==> src/rtl/mck_pkg.sv <==
`timescale 1ns / 1ps

package mck_pkg;

    localparam int unsigned CHAR_W = 8;
    localparam int unsigned TICK_W = 16;
    localparam int unsigned PAT_W = 6;
    localparam int unsigned CNT_W = 3;
    localparam int unsigned CFG_IDX_W = 2;
    localparam int unsigned IN_DATA_W = 8;
    localparam int unsigned OUT_DATA_W = 8;

    localparam logic [CFG_IDX_W-1:0] CFG_DOT_ON = 2'd0;
    localparam logic [CFG_IDX_W-1:0] CFG_DASH_ON = 2'd1;
    localparam logic [CFG_IDX_W-1:0] CFG_SYM_GAP = 2'd2;
    localparam logic [CFG_IDX_W-1:0] CFG_CHAR_GAP = 2'd3;

    localparam logic [TICK_W-1:0] DOT_ON_RESET = 16'd250;
    localparam logic [TICK_W-1:0] DASH_ON_RESET = 16'd1000;
    localparam logic [TICK_W-1:0] SYM_GAP_RESET = 16'd250;
    localparam logic [TICK_W-1:0] CHAR_GAP_RESET = 16'd3000;

    typedef struct packed {
        logic [CNT_W-1:0] count;
        logic [PAT_W-1:0] pattern;
    } code_t;

    typedef struct packed {
        logic  is_load;
        code_t code;
    } item_t;

    typedef struct packed {
        logic accepted;
        logic busy_res;
        logic key_level;
    } result_t;

    // pattern bit 0 is the first symbol, 1 means dash
    function automatic code_t char_lookup(input logic [CHAR_W-1:0] c);
        code_t r;
        r = '{count: 3'd0, pattern: 6'b000000};
        case (c)
            8'h41: r = '{count: 3'd2, pattern: 6'b000010};
            8'h42: r = '{count: 3'd4, pattern: 6'b000001};
            8'h43: r = '{count: 3'd4, pattern: 6'b000101};
            8'h44: r = '{count: 3'd3, pattern: 6'b000001};
            8'h45: r = '{count: 3'd1, pattern: 6'b000000};
            8'h46: r = '{count: 3'd4, pattern: 6'b000100};
            8'h47: r = '{count: 3'd3, pattern: 6'b000011};
            8'h48: r = '{count: 3'd4, pattern: 6'b000000};
            8'h49: r = '{count: 3'd2, pattern: 6'b000000};
            8'h4A: r = '{count: 3'd4, pattern: 6'b001110};
            8'h4B: r = '{count: 3'd3, pattern: 6'b000101};
            8'h4C: r = '{count: 3'd4, pattern: 6'b000010};
            8'h4D: r = '{count: 3'd2, pattern: 6'b000011};
            8'h4E: r = '{count: 3'd2, pattern: 6'b000001};
            8'h4F: r = '{count: 3'd3, pattern: 6'b000111};
            8'h50: r = '{count: 3'd4, pattern: 6'b000110};
            8'h51: r = '{count: 3'd4, pattern: 6'b001011};
            8'h52: r = '{count: 3'd3, pattern: 6'b000010};
            8'h53: r = '{count: 3'd3, pattern: 6'b000000};
            8'h54: r = '{count: 3'd1, pattern: 6'b000001};
            8'h55: r = '{count: 3'd3, pattern: 6'b000100};
            8'h56: r = '{count: 3'd4, pattern: 6'b001000};
            8'h57: r = '{count: 3'd3, pattern: 6'b000110};
            8'h58: r = '{count: 3'd4, pattern: 6'b001001};
            8'h59: r = '{count: 3'd4, pattern: 6'b001101};
            8'h5A: r = '{count: 3'd4, pattern: 6'b000011};
            8'h31: r = '{count: 3'd5, pattern: 6'b011110};
            8'h32: r = '{count: 3'd5, pattern: 6'b011100};
            8'h33: r = '{count: 3'd5, pattern: 6'b011000};
            8'h34: r = '{count: 3'd5, pattern: 6'b010000};
            8'h35: r = '{count: 3'd5, pattern: 6'b000000};
            8'h36: r = '{count: 3'd5, pattern: 6'b000001};
            8'h37: r = '{count: 3'd5, pattern: 6'b000011};
            8'h38: r = '{count: 3'd5, pattern: 6'b000111};
            8'h39: r = '{count: 3'd5, pattern: 6'b001111};
            8'h30: r = '{count: 3'd5, pattern: 6'b011111};
            8'h3F: r = '{count: 3'd6, pattern: 6'b001100};
            8'h2F: r = '{count: 3'd5, pattern: 6'b001001};
            8'h28: r = '{count: 3'd5, pattern: 6'b001101};
            8'h29: r = '{count: 3'd6, pattern: 6'b101101};
            8'h2D: r = '{count: 3'd6, pattern: 6'b100001};
            8'h2E: r = '{count: 3'd6, pattern: 6'b101010};
            default: r = '{count: 3'd0, pattern: 6'b000000};
        endcase
        return r;
    endfunction

endpackage

==> src/rtl/mck_front.sv <==
`timescale 1ns / 1ps

module mck_front
(
    input  logic                        op,
    input  logic [mck_pkg::CHAR_W-1:0]  char_code,
    output mck_pkg::item_t              item
);

    always_comb
    begin
        item.is_load = op;
        item.code    = mck_pkg::char_lookup(char_code);
    end

endmodule

==> src/rtl/mck_queue.sv <==
`timescale 1ns / 1ps

module mck_queue
#(
    parameter int unsigned DEPTH = 2
)
(
    input  logic            clk,
    input  logic            rst_n,
    input  logic            push,
    input  mck_pkg::item_t  push_item,
    output logic            full,
    input  logic            pop,
    output logic            not_empty,
    output mck_pkg::item_t  head_item
);

    localparam int unsigned PTR_W = (DEPTH > 1) ? $clog2(DEPTH) : 1;
    localparam int unsigned CNT_W = $clog2(DEPTH + 1);
    localparam logic [PTR_W-1:0] LAST_PTR = PTR_W'(DEPTH - 1);
    localparam logic [CNT_W-1:0] FULL_CNT = CNT_W'(DEPTH);

    mck_pkg::item_t   slot_reg [DEPTH];
    logic [PTR_W-1:0] wr_ptr_reg;
    logic [PTR_W-1:0] wr_ptr_next;
    logic [PTR_W-1:0] rd_ptr_reg;
    logic [PTR_W-1:0] rd_ptr_next;
    logic [CNT_W-1:0] count_reg;
    logic [CNT_W-1:0] count_next;

    assign full      = (count_reg == FULL_CNT);
    assign not_empty = (count_reg != '0);
    assign head_item = slot_reg[rd_ptr_reg];

    always_comb
    begin
        wr_ptr_next = wr_ptr_reg;
        rd_ptr_next = rd_ptr_reg;
        count_next  = count_reg;
        if (push)
        begin
            wr_ptr_next = (wr_ptr_reg == LAST_PTR) ? '0 : wr_ptr_reg + 1'b1;
        end
        if (pop)
        begin
            rd_ptr_next = (rd_ptr_reg == LAST_PTR) ? '0 : rd_ptr_reg + 1'b1;
        end
        if (push && !pop)
        begin
            count_next = count_reg + 1'b1;
        end
        else if (pop && !push)
        begin
            count_next = count_reg - 1'b1;
        end
    end

    always_ff @(posedge clk or negedge rst_n)
    begin
        if (!rst_n)
        begin
            wr_ptr_reg <= '0;
            rd_ptr_reg <= '0;
            count_reg  <= '0;
        end
        else
        begin
            wr_ptr_reg <= wr_ptr_next;
            rd_ptr_reg <= rd_ptr_next;
            count_reg  <= count_next;
        end
    end

    always_ff @(posedge clk)
    begin
        if (push)
        begin
            slot_reg[wr_ptr_reg] <= push_item;
        end
    end

endmodule

==> src/rtl/mck_back.sv <==
`timescale 1ns / 1ps

module mck_back
(
    input  logic                            clk,
    input  logic                            rst_n,
    input  logic                            cfg_we,
    input  logic [mck_pkg::CFG_IDX_W-1:0]   cfg_index,
    input  logic [mck_pkg::TICK_W-1:0]      cfg_data,
    input  logic                            item_valid,
    input  mck_pkg::item_t                  item,
    output logic                            pop,
    output logic                            res_valid,
    output mck_pkg::result_t                res,
    input  logic                            res_ready
);

    typedef enum logic [1:0]
    {
        PH_IDLE    = 2'd0,
        PH_ON      = 2'd1,
        PH_SYMGAP  = 2'd2,
        PH_CHARGAP = 2'd3
    } phase_t;

    logic [mck_pkg::TICK_W-1:0] dot_on_reg;
    logic [mck_pkg::TICK_W-1:0] dash_on_reg;
    logic [mck_pkg::TICK_W-1:0] sym_gap_reg;
    logic [mck_pkg::TICK_W-1:0] char_gap_reg;

    phase_t                     phase_reg;
    phase_t                     phase_next;
    logic [mck_pkg::PAT_W-1:0]  pattern_reg;
    logic [mck_pkg::PAT_W-1:0]  pattern_next;
    logic [mck_pkg::CNT_W-1:0]  left_reg;
    logic [mck_pkg::CNT_W-1:0]  left_next;
    logic [mck_pkg::TICK_W-1:0] timer_reg;
    logic [mck_pkg::TICK_W-1:0] timer_next;
    logic                       res_valid_reg;
    logic                       res_valid_next;
    mck_pkg::result_t           res_reg;
    mck_pkg::result_t           res_next;

    logic [mck_pkg::PAT_W-1:0]  shifted_pattern;
    logic [mck_pkg::CNT_W-1:0]  dec_left;

    assign pop       = item_valid && (!res_valid_reg || res_ready);
    assign res_valid = res_valid_reg;
    assign res       = res_reg;

    assign shifted_pattern = pattern_reg >> 1;
    assign dec_left        = (left_reg != '0) ? left_reg - 1'b1 : '0;

    always_comb
    begin
        phase_next     = phase_reg;
        pattern_next   = pattern_reg;
        left_next      = left_reg;
        timer_next     = timer_reg;
        res_next       = res_reg;
        res_valid_next = res_valid_reg && !res_ready;
        if (pop)
        begin
            res_valid_next = 1'b1;
            if (item.is_load)
            begin
                res_next.accepted = 1'b0;
                if (phase_reg == PH_IDLE)
                begin
                    pattern_next      = item.code.pattern;
                    left_next         = item.code.count;
                    res_next.accepted = 1'b1;
                    if (item.code.count != '0)
                    begin
                        phase_next = PH_ON;
                        timer_next = item.code.pattern[0] ? dash_on_reg : dot_on_reg;
                    end
                    else
                    begin
                        phase_next = PH_CHARGAP;
                        timer_next = char_gap_reg;
                    end
                end
                res_next.key_level = (phase_next == PH_ON);
                res_next.busy_res  = (phase_next != PH_IDLE);
            end
            else
            begin
                res_next.key_level = (phase_reg == PH_ON);
                res_next.busy_res  = (phase_reg != PH_IDLE);
                res_next.accepted  = 1'b0;
                if (phase_reg != PH_IDLE)
                begin
                    if (timer_reg > 16'd1)
                    begin
                        timer_next = timer_reg - 1'b1;
                    end
                    else
                    begin
                        case (phase_reg)
                            PH_ON:
                            begin
                                phase_next = PH_SYMGAP;
                                timer_next = sym_gap_reg;
                            end
                            PH_SYMGAP:
                            begin
                                left_next    = dec_left;
                                pattern_next = shifted_pattern;
                                if (dec_left != '0)
                                begin
                                    phase_next = PH_ON;
                                    timer_next = shifted_pattern[0] ? dash_on_reg : dot_on_reg;
                                end
                                else
                                begin
                                    phase_next = PH_CHARGAP;
                                    timer_next = char_gap_reg;
                                end
                            end
                            default:
                            begin
                                phase_next   = PH_IDLE;
                                timer_next   = '0;
                                pattern_next = '0;
                                left_next    = '0;
                            end
                        endcase
                    end
                end
            end
        end
    end

    always_ff @(posedge clk or negedge rst_n)
    begin
        if (!rst_n)
        begin
            phase_reg     <= PH_IDLE;
            pattern_reg   <= '0;
            left_reg      <= '0;
            timer_reg     <= '0;
            res_valid_reg <= 1'b0;
            res_reg       <= '0;
        end
        else
        begin
            phase_reg     <= phase_next;
            pattern_reg   <= pattern_next;
            left_reg      <= left_next;
            timer_reg     <= timer_next;
            res_valid_reg <= res_valid_next;
            res_reg       <= res_next;
        end
    end

    always_ff @(posedge clk or negedge rst_n)
    begin
        if (!rst_n)
        begin
            dot_on_reg   <= mck_pkg::DOT_ON_RESET;
            dash_on_reg  <= mck_pkg::DASH_ON_RESET;
            sym_gap_reg  <= mck_pkg::SYM_GAP_RESET;
            char_gap_reg <= mck_pkg::CHAR_GAP_RESET;
        end
        else if (cfg_we)
        begin
            case (cfg_index)
                mck_pkg::CFG_DOT_ON:   dot_on_reg   <= cfg_data;
                mck_pkg::CFG_DASH_ON:  dash_on_reg  <= cfg_data;
                mck_pkg::CFG_SYM_GAP:  sym_gap_reg  <= cfg_data;
                mck_pkg::CFG_CHAR_GAP: char_gap_reg <= cfg_data;
                default:               dot_on_reg   <= dot_on_reg;
            endcase
        end
    end

endmodule

==> src/rtl/morse_code_keyer.sv <==
`timescale 1ns / 1ps

// Morse keyer: each input item is a time tick (tuser 0) or a character load (tuser 1) and gives
// exactly one result item with the key level, busy flag and load-accepted flag. The front end
// decodes the character through a constant table, a small queue holds decoded items, and the
// back end runs the on / symbol gap / character gap timer one item per cycle, so the block
// sustains one item per clock unless the output stalls, and the queue depth sets how many items
// can be absorbed while the output is stalled. The user must write timing registers through the
// cfg port only while no item is in flight; the block itself does not enforce this.

module morse_code_keyer
#(
    parameter int unsigned QUEUE_DEPTH = 2
)
(
    input  logic                                clk,
    input  logic                                rst_n,
    input  logic                                cfg_we,
    input  logic [mck_pkg::CFG_IDX_W-1:0]       cfg_index,
    input  logic [mck_pkg::TICK_W-1:0]          cfg_data,
    input  logic                                s_tvalid,
    output logic                                s_tready,
    input  logic [mck_pkg::IN_DATA_W-1:0]       s_tdata,    // char_code
    input  logic                                s_tuser,    // op
    output logic                                m_tvalid,
    input  logic                                m_tready,
    output logic [mck_pkg::OUT_DATA_W-1:0]      m_tdata     // key_level, busy_res, accepted, zeros
);

    mck_pkg::item_t   front_item;
    mck_pkg::item_t   head_item;
    mck_pkg::result_t res;
    logic             queue_full;
    logic             queue_not_empty;
    logic             pop;

    assign s_tready = !queue_full;
    assign m_tdata  = {{(mck_pkg::OUT_DATA_W - 3){1'b0}}, res.accepted, res.busy_res,
                       res.key_level};

    mck_front u_front
    (
        .op        (s_tuser),
        .char_code (s_tdata[mck_pkg::CHAR_W-1:0]),
        .item      (front_item)
    );

    mck_queue #(.DEPTH(QUEUE_DEPTH)) u_queue
    (
        .clk       (clk),
        .rst_n     (rst_n),
        .push      (s_tvalid && !queue_full),
        .push_item (front_item),
        .full      (queue_full),
        .pop       (pop),
        .not_empty (queue_not_empty),
        .head_item (head_item)
    );

    mck_back u_back
    (
        .clk        (clk),
        .rst_n      (rst_n),
        .cfg_we     (cfg_we),
        .cfg_index  (cfg_index),
        .cfg_data   (cfg_data),
        .item_valid (queue_not_empty),
        .item       (head_item),
        .pop        (pop),
        .res_valid  (m_tvalid),
        .res        (res),
        .res_ready  (m_tready)
    );

endmodule

==> config.mk <==
export PLATFORM = sky130hd
export DESIGN_NAME = morse_code_keyer
export DESIGN_NICKNAME = d
export VERILOG_FILES = /design/src/rtl/mck_pkg.sv /design/src/rtl/mck_front.sv /design/src/rtl/mck_queue.sv /design/src/rtl/mck_back.sv /design/src/rtl/morse_code_keyer.sv
export SDC_FILE = /design/constraint.sdc
export NUM_CORES = 1
export LEC_CHECK = 0
export BUFFER_PORTS_ARGS = -buffer_cell sky130_fd_sc_hd__buf_4
export CAP_MARGIN = 5
export CORE_MARGIN = 5
export CORE_UTILIZATION = 55
export DETAILED_ROUTE_END_ITERATION = 16
export PLACE_DENSITY = 0.84
export SETUP_SLACK_MARGIN = 0.02
export SYNTH_ARGS = -nofsm -noshare
export SYNTH_HDL_FRONTEND = slang
export SYNTH_SLANG_ARGS = --single-unit
==> constraint.sdc <==
create_clock -name clk -period 3.5 [get_ports clk]
set_clock_uncertainty 0.15 [all_clocks]
set_input_delay 0.7 -clock clk [delete_from_list [all_inputs] [get_ports clk]]
set_output_delay 0.7 -clock clk [all_outputs]
set_load 0.01 [all_outputs]
# Word-level counts from Yosys, hierarchy flattened

Memories as Yosys holds them, arrays and structs flattened.
Index checks and enable logic that the tools add are counted.

Memories kept: 2
Output and inout port bits: 10
Word-level logic and storage cells: 101
Bits in read-only memories: 1152
Register bits after elaboration: 99
RAM bits: 20
Bits of input ports: 32

Eq/ne operators: 10
Muxes and demuxes: 39
Reduce and logical (&&, ||, !) cells: 28
Add/sub/neg operators: 6
Magnitude comparators: 1

Memories:

| name             | depth | bits a word | read ports | clocked after memory_dff | write ports | RTL line        | source |
|---|---|---|---|---|---|---|---|
| (no name shown)  | 128   | 9           | 1          | 0                        | 0           | mck_pkg.sv:43   | `case (c)` |
| u_queue.slot_reg | 2     | 10          | 1          | 0                        | 1           | mck_queue.sv:23 | `mck_pkg::item_t slot_reg [DEPTH];` |

Operators by type and width:

| kind                  | number |
|---|---|
| $mux 16               | 8 |
| $pmux 16 s2           | 1 |
| $mux 6                | 4 |
| $mux 2                | 10 |
| $mux 3                | 6 |
| $gt 16x1->1 const B   | 1 |
| $sub 16x1->16 const B | 1 |
| $pmux 6 s2            | 1 |
| $reduce_bool 2->1     | 5 |
| $mux 9                | 1 |
| $reduce_bool 3->1     | 3 |
| $eq 2x2->1 const B    | 4 |
| $reduce_and 2->1      | 4 |
| $eq 2x1->1 const B    | 3 |
| $mux 1                | 6 |
| $pmux 3 s2            | 1 |
| $reduce_and 3->1      | 2 |
| $logic_and 1x1->1     | 5 |
| $logic_not 1->1       | 5 |
| $reduce_and 5->1      | 1 |
| $logic_not 2->1       | 2 |
| $ne 2x2->1 const B    | 2 |
| $pmux 2 s2            | 1 |
| $sub 3x1->3 const B   | 1 |
| 5 further kinds       | 6 |

# Longest topological paths before layout

Gate-level depths: netlist of run 1.

Depth in word-level cells: 8
Depth in mapped cells: 9
Depth with buffers taken out: 7

# Cells and area by module

From an unflattened synthesis of run 1, not the netlist that was laid out.

Cells, all modules: 663
Area, all modules: 6955.4 µm²

By module, submodules not included:

| module           | cells an instance | sequential area each (µm²) | area an instance (µm²) | times used |
|---|---|---|---|---|
| mck_back         | 501               | 2383.5                     | 5223.8                 | 1 |
| mck_queue        | 47                | 700.7                      | 949.7                  | 1 |
| mck_front        | 107               | 0.0                        | 730.7                  | 1 |
| morse_code_keyer | 8                 | 0.0                        | 51.3                   | 1 |

# Least setup slack after synthesis of run 1

No wires, ideal clock.

Kind: register to register
Start point: reg u_queue.rd_ptr_reg
End point: reg u_back.timer_reg[11] (netlist name)
Setup time: 0.135 ns
Path buffers: 3
Period minus slack after synthesis: 2.587 ns
Path slack: 0.913 ns
Stages on the path, launching flop included: 10
Arrival: 2.302 ns
Required time: 3.215 ns
Path through: dfrtp_1 > buf_6 > mux2i_2 > clkbuf_1 > ha_1 > nand3_1 > clkbuf_1 > nor2_1 > a221oi_1 > o211ai_1

Longest elaborated chain between the ends: 5
Elaborated cells on any way between the ends: 9
Those cells by class: eq/ne (1); mux (4); reduce/logical (3); memory (1)

RTL lines:

| element                                             | RTL line                       | source |
|---|---|---|
| from (decl)                                         | mck_queue.sv:26                | `logic [PTR_W-1:0] rd_ptr_reg;` |
| from (signal assigned)                              | mck_queue.sv:69                | `rd_ptr_reg <= rd_ptr_next;` |
| $mem_v2 2x10 (*)                                    | --                             |  |
| $reduce_bool 3->1 / $mux 16 (equally long branches) | mck_back.sv:73, mck_back.sv:76 |  |
| $mux 16                                             | mck_back.sv:73                 | `if (item.code.count != '0)` |
| $mux 16                                             | mck_back.sv:68                 | `if (phase_reg == PH_IDLE)` |
| $mux 16                                             | mck_back.sv:65                 | `if (item.is_load)` |
| to (signal assigned)                                | mck_back.sv:151                | `timer_reg <= timer_next;` |
| to (decl)                                           | mck_back.sv:37                 | `logic [mck_pkg::TICK_W-1:0] timer_reg;` |

Every way passes the cells marked *; elsewhere a longest branch is shown, timed or not. The select of a mux whose other input is x is not followed.
A chain may end at the register's enable or synchronous reset.

# Worst setup path in the final report of run 1

Start point: reg u_back.phase_reg[1]
End point: reg u_back.timer_reg[11] (netlist name)

Longest elaborated chain between the ends: 5
Elaborated cells on any way between the ends: 11
Those cells by class: eq/ne (3); mux (4); reduce/logical (4)

RTL lines:

| element                                         | RTL line        | source |
|---|---|---|
| from (decl)                                     | mck_back.sv:31  | `phase_t phase_reg;` |
| from (signal assigned)                          | mck_back.sv:148 | `phase_reg <= phase_next;` |
| $eq 2x2->1 / $eq 2x1->1 (equally long branches) | mck_back.sv:100 | `case (phase_reg)` |
| $pmux 16 s2                                     | mck_back.sv:100 |  |
| $mux 16                                         | mck_back.sv:94  | `if (timer_reg > 16'd1)` |
| $mux 16                                         | mck_back.sv:92  | `if (phase_reg != PH_IDLE)` |
| $mux 16                                         | mck_back.sv:65  |  |

Several ways; a longest one is shown, not always the timed one. The select of a mux whose other input is x is not followed.

==> results of run 1 <==
metal layers:
layer | GRT usage, % | up-vias
li1 | - | 2495
met1 | 33.1 | 2763
met2 | 37.3 | 307
met3 | 6.92 | 38
met4 | 10.1 | 0
met5 | 0 | -
stage by stage:
stage	hold slack [ns]	utilization (%)
final	0.303	63.1
after global placement	0.313	58.5
after detailed placement	0.330	58.5
after global routing	0.303	63.1
after floorplan	0.254	-
after CTS	0.302	63.1
kinds of logic (layout without fill, tap and decap cells):
kind of cell	after synthesis	count (layout)	synth area share [%]
other	1	5	0.0543
flip-flops	118	118	44.7
buffers and inverters	61	97	4.17
XOR/XNOR	11	11	1.40
multiplexers	115	115	18.2
AND/OR/NAND/NOR	157	157	11.6
AO/OA/AOI/OAI	173	173	16.8
adder cells (fa/ha/maj)	17	17	3.08
worst max path at each step:
stage,from,to
floorplan,u_queue.rd_ptr_reg$_DFFE_PN0P_,u_back.timer_reg[11]$_DFFE_PN0P_
global placement,u_back.left_reg[1]$_DFFE_PN0P_,u_back.timer_reg[13]$_DFFE_PN0P_
detailed placement,u_back.phase_reg[1]$_DFFE_PN0P_,u_back.left_reg[2]$_DFFE_PN0P_
CTS,u_back.phase_reg[1]$_DFFE_PN0P_,u_back.left_reg[2]$_DFFE_PN0P_
global route,u_back.phase_reg[1]$_DFFE_PN0P_,u_back.timer_reg[11]$_DFFE_PN0P_
finish,u_back.phase_reg[1]$_DFFE_PN0P_,u_back.timer_reg[11]$_DFFE_PN0P_
final cells by class:
class / instances / area, um^2 / share of cell area, %
clock inverter: 8 / 93.8 / 1.19
tap: 172 / 215 / 2.74
sequential: 118 / 3080 / 39.2
inverter: 13 / 48.8 / 0.620
multi-input combinational: 478 / 3550 / 45.2
clock buffer: 24 / 482 / 6.12
timing repair buffer: 52 / 390 / 4.96
where the power goes:
part           switching [mW]  internal, mW
sequential              0.373          1.83
clock                   0.606          1.10
combinational            1.31         0.946
total                    2.28          3.87
placed cells by master, fill, tap and decap left out, types with 11 or more instances in the layout:
cell,instances
a21oi_1,42
buf_4,52
clkbuf_16,17
dfrtp_1,73
dfstp_2,25
edfxtp_1,20
ha_1,17
inv_1,12
mux2_2,69
mux2i_1,43
nand2_1,34
nand3_1,13
nand4_1,11
nor2_1,43
o211ai_1,11
o21ai_0,35
==> flow_metrics.py, run 1 <==
metrics = {
    "floorplan": {
        "start_util_pct": 55.4,
        "fp.dieH_um": 122,
        "rows": 41,
        "core_area_mm2": 0.0125,
        "die_area_mm2": 0.0149,
        "io-pin-count": 42,
        "die_w_um": 122,
    },
    "finish": {
        "diodes": 0,
        "design_area_mm2": 0.00787,
        "nets": 729,
        "n_fill_cell": 950,
        "drive_gt1_share_pct": 27.3,
        "syn2layout_area_growth_pct": 13.9,
        "instances_no_fill": 865,
        "largest_reg_flops": 20,
    },
    "logic_synthesis": {
        "synthCells": 653,
        "syn_area_mm2": 0.00691,
        "synth-seq-cells": 118,
        "post-synth-top-area-cell": "dfrtp_1",
        "yosys_warnings": 0,
        "synth_edf_count": 20,
        "yosysMostFrequentCell": "dfrtp_1",
        "ys.flop_type": "dfrtp_1",
        "synth_area_per_cell_um2": 10.6,
        "synth_top_cells_by_area": "dfrtp_1 26%, mux2_2 11%, dfstp_2 9.5%",
        "yosysUniqueCellTypes": 73,
        "synth_top_area_share_pct": 26.5,
        "async_flop_share_pct": 83.1,
        "ys_top_cells_by_count": "73 x dfrtp_1, 69 x mux2_2, 43 x mux2i_1, 43 x nor2_1, 42 x a21oi_1",
        "ys_seq_area_share_pct": 44.7,
    },
    "critical_path": {
        "path_class": "reg -> reg",
        "reg2regPathDepth": 8,
        "ff2ff_setup_slack_ns": 0.88,
        "rr_endpoint": "u_back.timer_reg[11]$_DFFE_PN0P_",
        "cp_common_cell": "ha_1",
        "crit_chain": "inv_1 > ha_1 > ha_1 > nand3_1 > buf_4 > nor2_1 > a221oi_1 > o211ai_1",
        "cp_num_buf_inv": 2,
        "critPathMaxStageDelay_ns": 0.52,
        "crit_fanout": 20,
        "startpoint_type": "flop",
        "arrival_ns": 2.81,
        "r2r_start": "u_back.phase_reg[1]$_DFFE_PN0P_",
        "cp_slowest_cell": "nor2_1",
        "critical-path-top-delay-family": "adder cells",
        "path_depth": 8,
        "worst-endpoint-required_ns": 3.68,
        "setup.worst_path.end_class": "flop",
    },
    "grt": {
        "grt_pass1_wl_um": 28400,
        "grt_antenna_before_repair": 0,
        "overflow": 0,
        "grt_usage_pct": 24.5,
        "grt_pass1_vias": 5615,
        "grt_max_degree": 87,
    },
    "sta": {
        "fin_ws_ns": 0.877,
        "report.final.slew_viol_count": 0,
        "tightest_slew_ns": 1.10,
        "setup_viol": 0,
        "final.min_clock_period_ns": 2.62,
        "fmax_ghz": 0.381,
        "grt_setup_unrepaired": "no",
        "post-route-period-util_pct": 75.0,
        "setup_tns_ns": 0,
        "hold_viol": 0,
        "maxSlewHeadroom_pct": 26.9,
    },
    "routing": {
        "wl_met2_um": 8350,
        "highest_layer": "met4",
        "m1WireLength_um": 7470,
        "dr.first_iter.drc_count": 645,
        "drc": 0,
        "first_pass_iters": 5,
        "wl_met3_um": 1550,
        "ant_nets": 0,
        "wl_per_cell_um": 20.5,
        "vias": 5603,
        "via_per_inst": 6.48,
        "drt_wl_total_um": 17800,
    },
    "job": {
        "cap_violations": 0,
    },
    "clocking": {
        "cts_inserted_buffers": 17,
        "htree_levels": 4,
        "clkLatencyLatePin_ns": 0.42,
        "cts.sinks": 118,
        "cts_setup_buffers": 0,
        "cts_tree": "done",
        "clockRootBuffer": "clkbuf_16",
        "cts_hold_buf": 0,
        "clockBufferDepth": 2,
        "clkTransAtPathRegs_ns": 0.05,
        "postCtsResizedCells": 0,
    },
    "power_and_ir_drop": {
        "vdd_ir_drop_max_uv": 388,
        "power_density_mw_per_mm2": 782,
        "finalPower_mw": 6.16,
        "power_leakage_nw": 3.16,
    },
    "worst_hold_path": {
        "hp-class": "in -> async",
    },
    "placed_design": {
        "io_buffers": 36,
        "gp_congestion": 0.975,
        "dp_worst_setup_slack_ns": 0.982,
        "dpl.cell_count": 833,
        "post_dp_cell_area_mm2": 0.00729,
        "hpwl_um": 11900,
    },
    "run_status": {
        "outcome": "completed",
    },
}
Power figures use the tool's default switching activity.
==> run 2, diff against run 1 <==
- PLACE_DENSITY: 0.84 -> 0.87
- clock period: 3.5 -> 2.4 ns (I/O delays scaled with it)
==> flow_metrics.py, run 2 (synthesis gave the netlist of run 1 again) <==
metrics = {
    "routing": {
        "via_per_inst": 6.60,
        "ant_nets": 0,
        "first_pass_iters": 5,
        "wl_per_cell_um": 21.4,
        "dr.first_iter.drc_count": 635,
        "drt_wl_total_um": 19100,
        "vias": 5877,
        "drc": 0,
    },
    "sta": {
        "fin_ws_ns": 0.0897,
        "final.min_clock_period_ns": 2.31,
        "setup_viol": 0,
        "maxSlewHeadroom_pct": 54.9,
        "hold_viol": 0,
        "tightest_slew_ns": 0.676,
        "grt_setup_unrepaired": "yes",
        "report.final.slew_viol_count": 0,
        "post-route-period-util_pct": 96.3,
        "fmax_ghz": 0.433,
    },
    "placed_design": {
        "io_buffers": 36,
        "dp_worst_setup_slack_ns": 0.0228,
        "gp_congestion": 0.950,
        "hpwl_um": 12400,
    },
    "clocking": {
        "clockRootBuffer": "clkbuf_16",
        "cts_setup_buffers": 0,
        "htree_levels": 4,
        "cts.sinks": 118,
        "cts_inserted_buffers": 17,
        "cts_tree": "done",
        "clkTransAtPathRegs_ns": 0.06,
        "clockBufferDepth": 2,
        "clkLatencyLatePin_ns": 0.42,
    },
    "power_and_ir_drop": {
        "vdd_ir_drop_max_uv": 566,
        "power_density_mw_per_mm2": 1150,
        "power_leakage_nw": 3.31,
    },
    "worst_hold_path": {
        "hold_path_startpoint": "s_tuser",
        "hp-class": "in -> reg",
    },
    "floorplan": {
        "rows": 41,
        "die_area_mm2": 0.0149,
        "start_util_pct": 55.4,
        "core_area_mm2": 0.0125,
        "io-pin-count": 42,
        "die_w_um": 122,
        "fp.dieH_um": 122,
    },
    "critical_path": {
        "cp_common_cell": "ha_1",
        "r2r_start": "u_back.phase_reg[1]$_DFFE_PN0P_",
        "crit_fanout": 11,
        "critPathMaxStageDelay_ns": 0.40,
        "crit_chain": "inv_1 > ha_1 > ha_1 > nand3_2 > o41a_1 > buf_4 > o21ai_0 > o21ai_1",
        "arrival_ns": 2.45,
        "cp_slowest_cell": "dfrtp_1",
        "startpoint_type": "flop",
        "worst-endpoint-required_ns": 2.54,
        "setup.worst_path.end_class": "flop",
        "worstSetupStartpoint": "u_back.phase_reg[1]$_DFFE_PN0P_",
        "path_class": "reg -> reg",
    },
    "finish": {
        "syn2layout_area_growth_pct": 17.9,
        "nets": 754,
        "final_cell_mix": "74 x buf_4, 73 x dfrtp_1, 69 x mux2_2",
        "largest_reg_flops": 20,
        "final_common_cell": "buf_4",
        "final_core_util_pct": 65.3,
        "drive_gt1_share_pct": 30.9,
        "diodes": 0,
    },
    "grt": {
        "grt_usage_pct": 26.3,
        "grt_pass1_vias": 5803,
        "grt_pass1_wl_um": 30400,
        "overflow": 0,
        "grt_max_degree": 36,
        "grt_antenna_before_repair": 0,
    },
    "job": {
        "cap_violations": 0,
    },
    "run_status": {
        "outcome": "completed",
    },
}
run 2: cell type report:
type	count	area, um^2
Clock buffer	24	524
Clock inverter	8	83.8
Fill cell	877	4320
Inverter	13	48.8
Multi-Input combinational cell	478	3580
Sequential cell	118	3080
Tap cell	172	215
Timing Repair Buffer	77	606
run 2: worst max-delay path, delay by kind of cell (launching register included):
| family | cells | cell delay, ns |
|---|---|---|
| buf+inv | 2 | 0.28 |
| simple gates | 1 | 0.13 |
| fa+ha+maj | 2 | 0.59 |
| compound gates | 3 | 0.63 |
| flops | 1 | 0.40 |
run 2: final timing paths:
| kind | end | slack, ns | cells after the start |
|---|---|---|---|
| worst min register to register | u_queue.count_reg[1]$_DFFE_PN0P_ | 0.34 | 1 |
| worst max register to register | u_back.left_reg[1]$_DFFE_PN0P_ | 0.09 | 8 |
| worst min-delay path | u_queue.slot_reg[0][9]$_DFFE_PP_ | 0.10 | 1 |
| worst max-delay path | u_back.left_reg[1]$_DFFE_PN0P_ | 0.09 | 8 |
| min in group asynchronous | u_back.timer_reg[8]$_DFFE_PN0P_ | 0.41 | 2 |
| max in group asynchronous | u_back.char_gap_reg[4]$_DFFE_PN1P_ | 0.97 | 3 |
run 2: layer usage:
layer	vias up	track usage, %	share of wire (%)	wire, um
met1	2858	34.4	40	7580
met5	-	0	0	0
li1	2550	-	-	-
met2	378	41.6	47	9030
met3	91	8.26	9.5	1810
met4	0	8.96	3.4	652
run 2: what timing repair did:
action / CTS / global route
endpoints found under the hold margin: 29 / 0
resized for setup: 1 / 7
hold buffers: 1 / 0
setup endpoints to repair: 1 / 5
cloned: 0 / 0
run 2: through the flow:
step           hold slack [ns]  power [mW]  std cells  cell area, um^2  TNS [ns]
3_5_place_dp             0.323        6.58        857             7500         0
6_report                 0.100        9.40        890             8140         0
4_1_cts                 0.0877        9.25        890             8120         0
5_1_grt                 0.0910        9.81        890             8140   -0.0314
2_1_floorplan           0.0344        5.44        657             6920         0
3_3_place_gp             0.312        6.44        857             7500         0
run 2: power breakdown:
part           switching [mW]  total, mW  internal, mW  leakage, nW
combinational            2.10       3.67          1.57         1.68
sequential              0.495       3.16          2.66         1.32
clock                   0.932       2.57          1.64        0.298
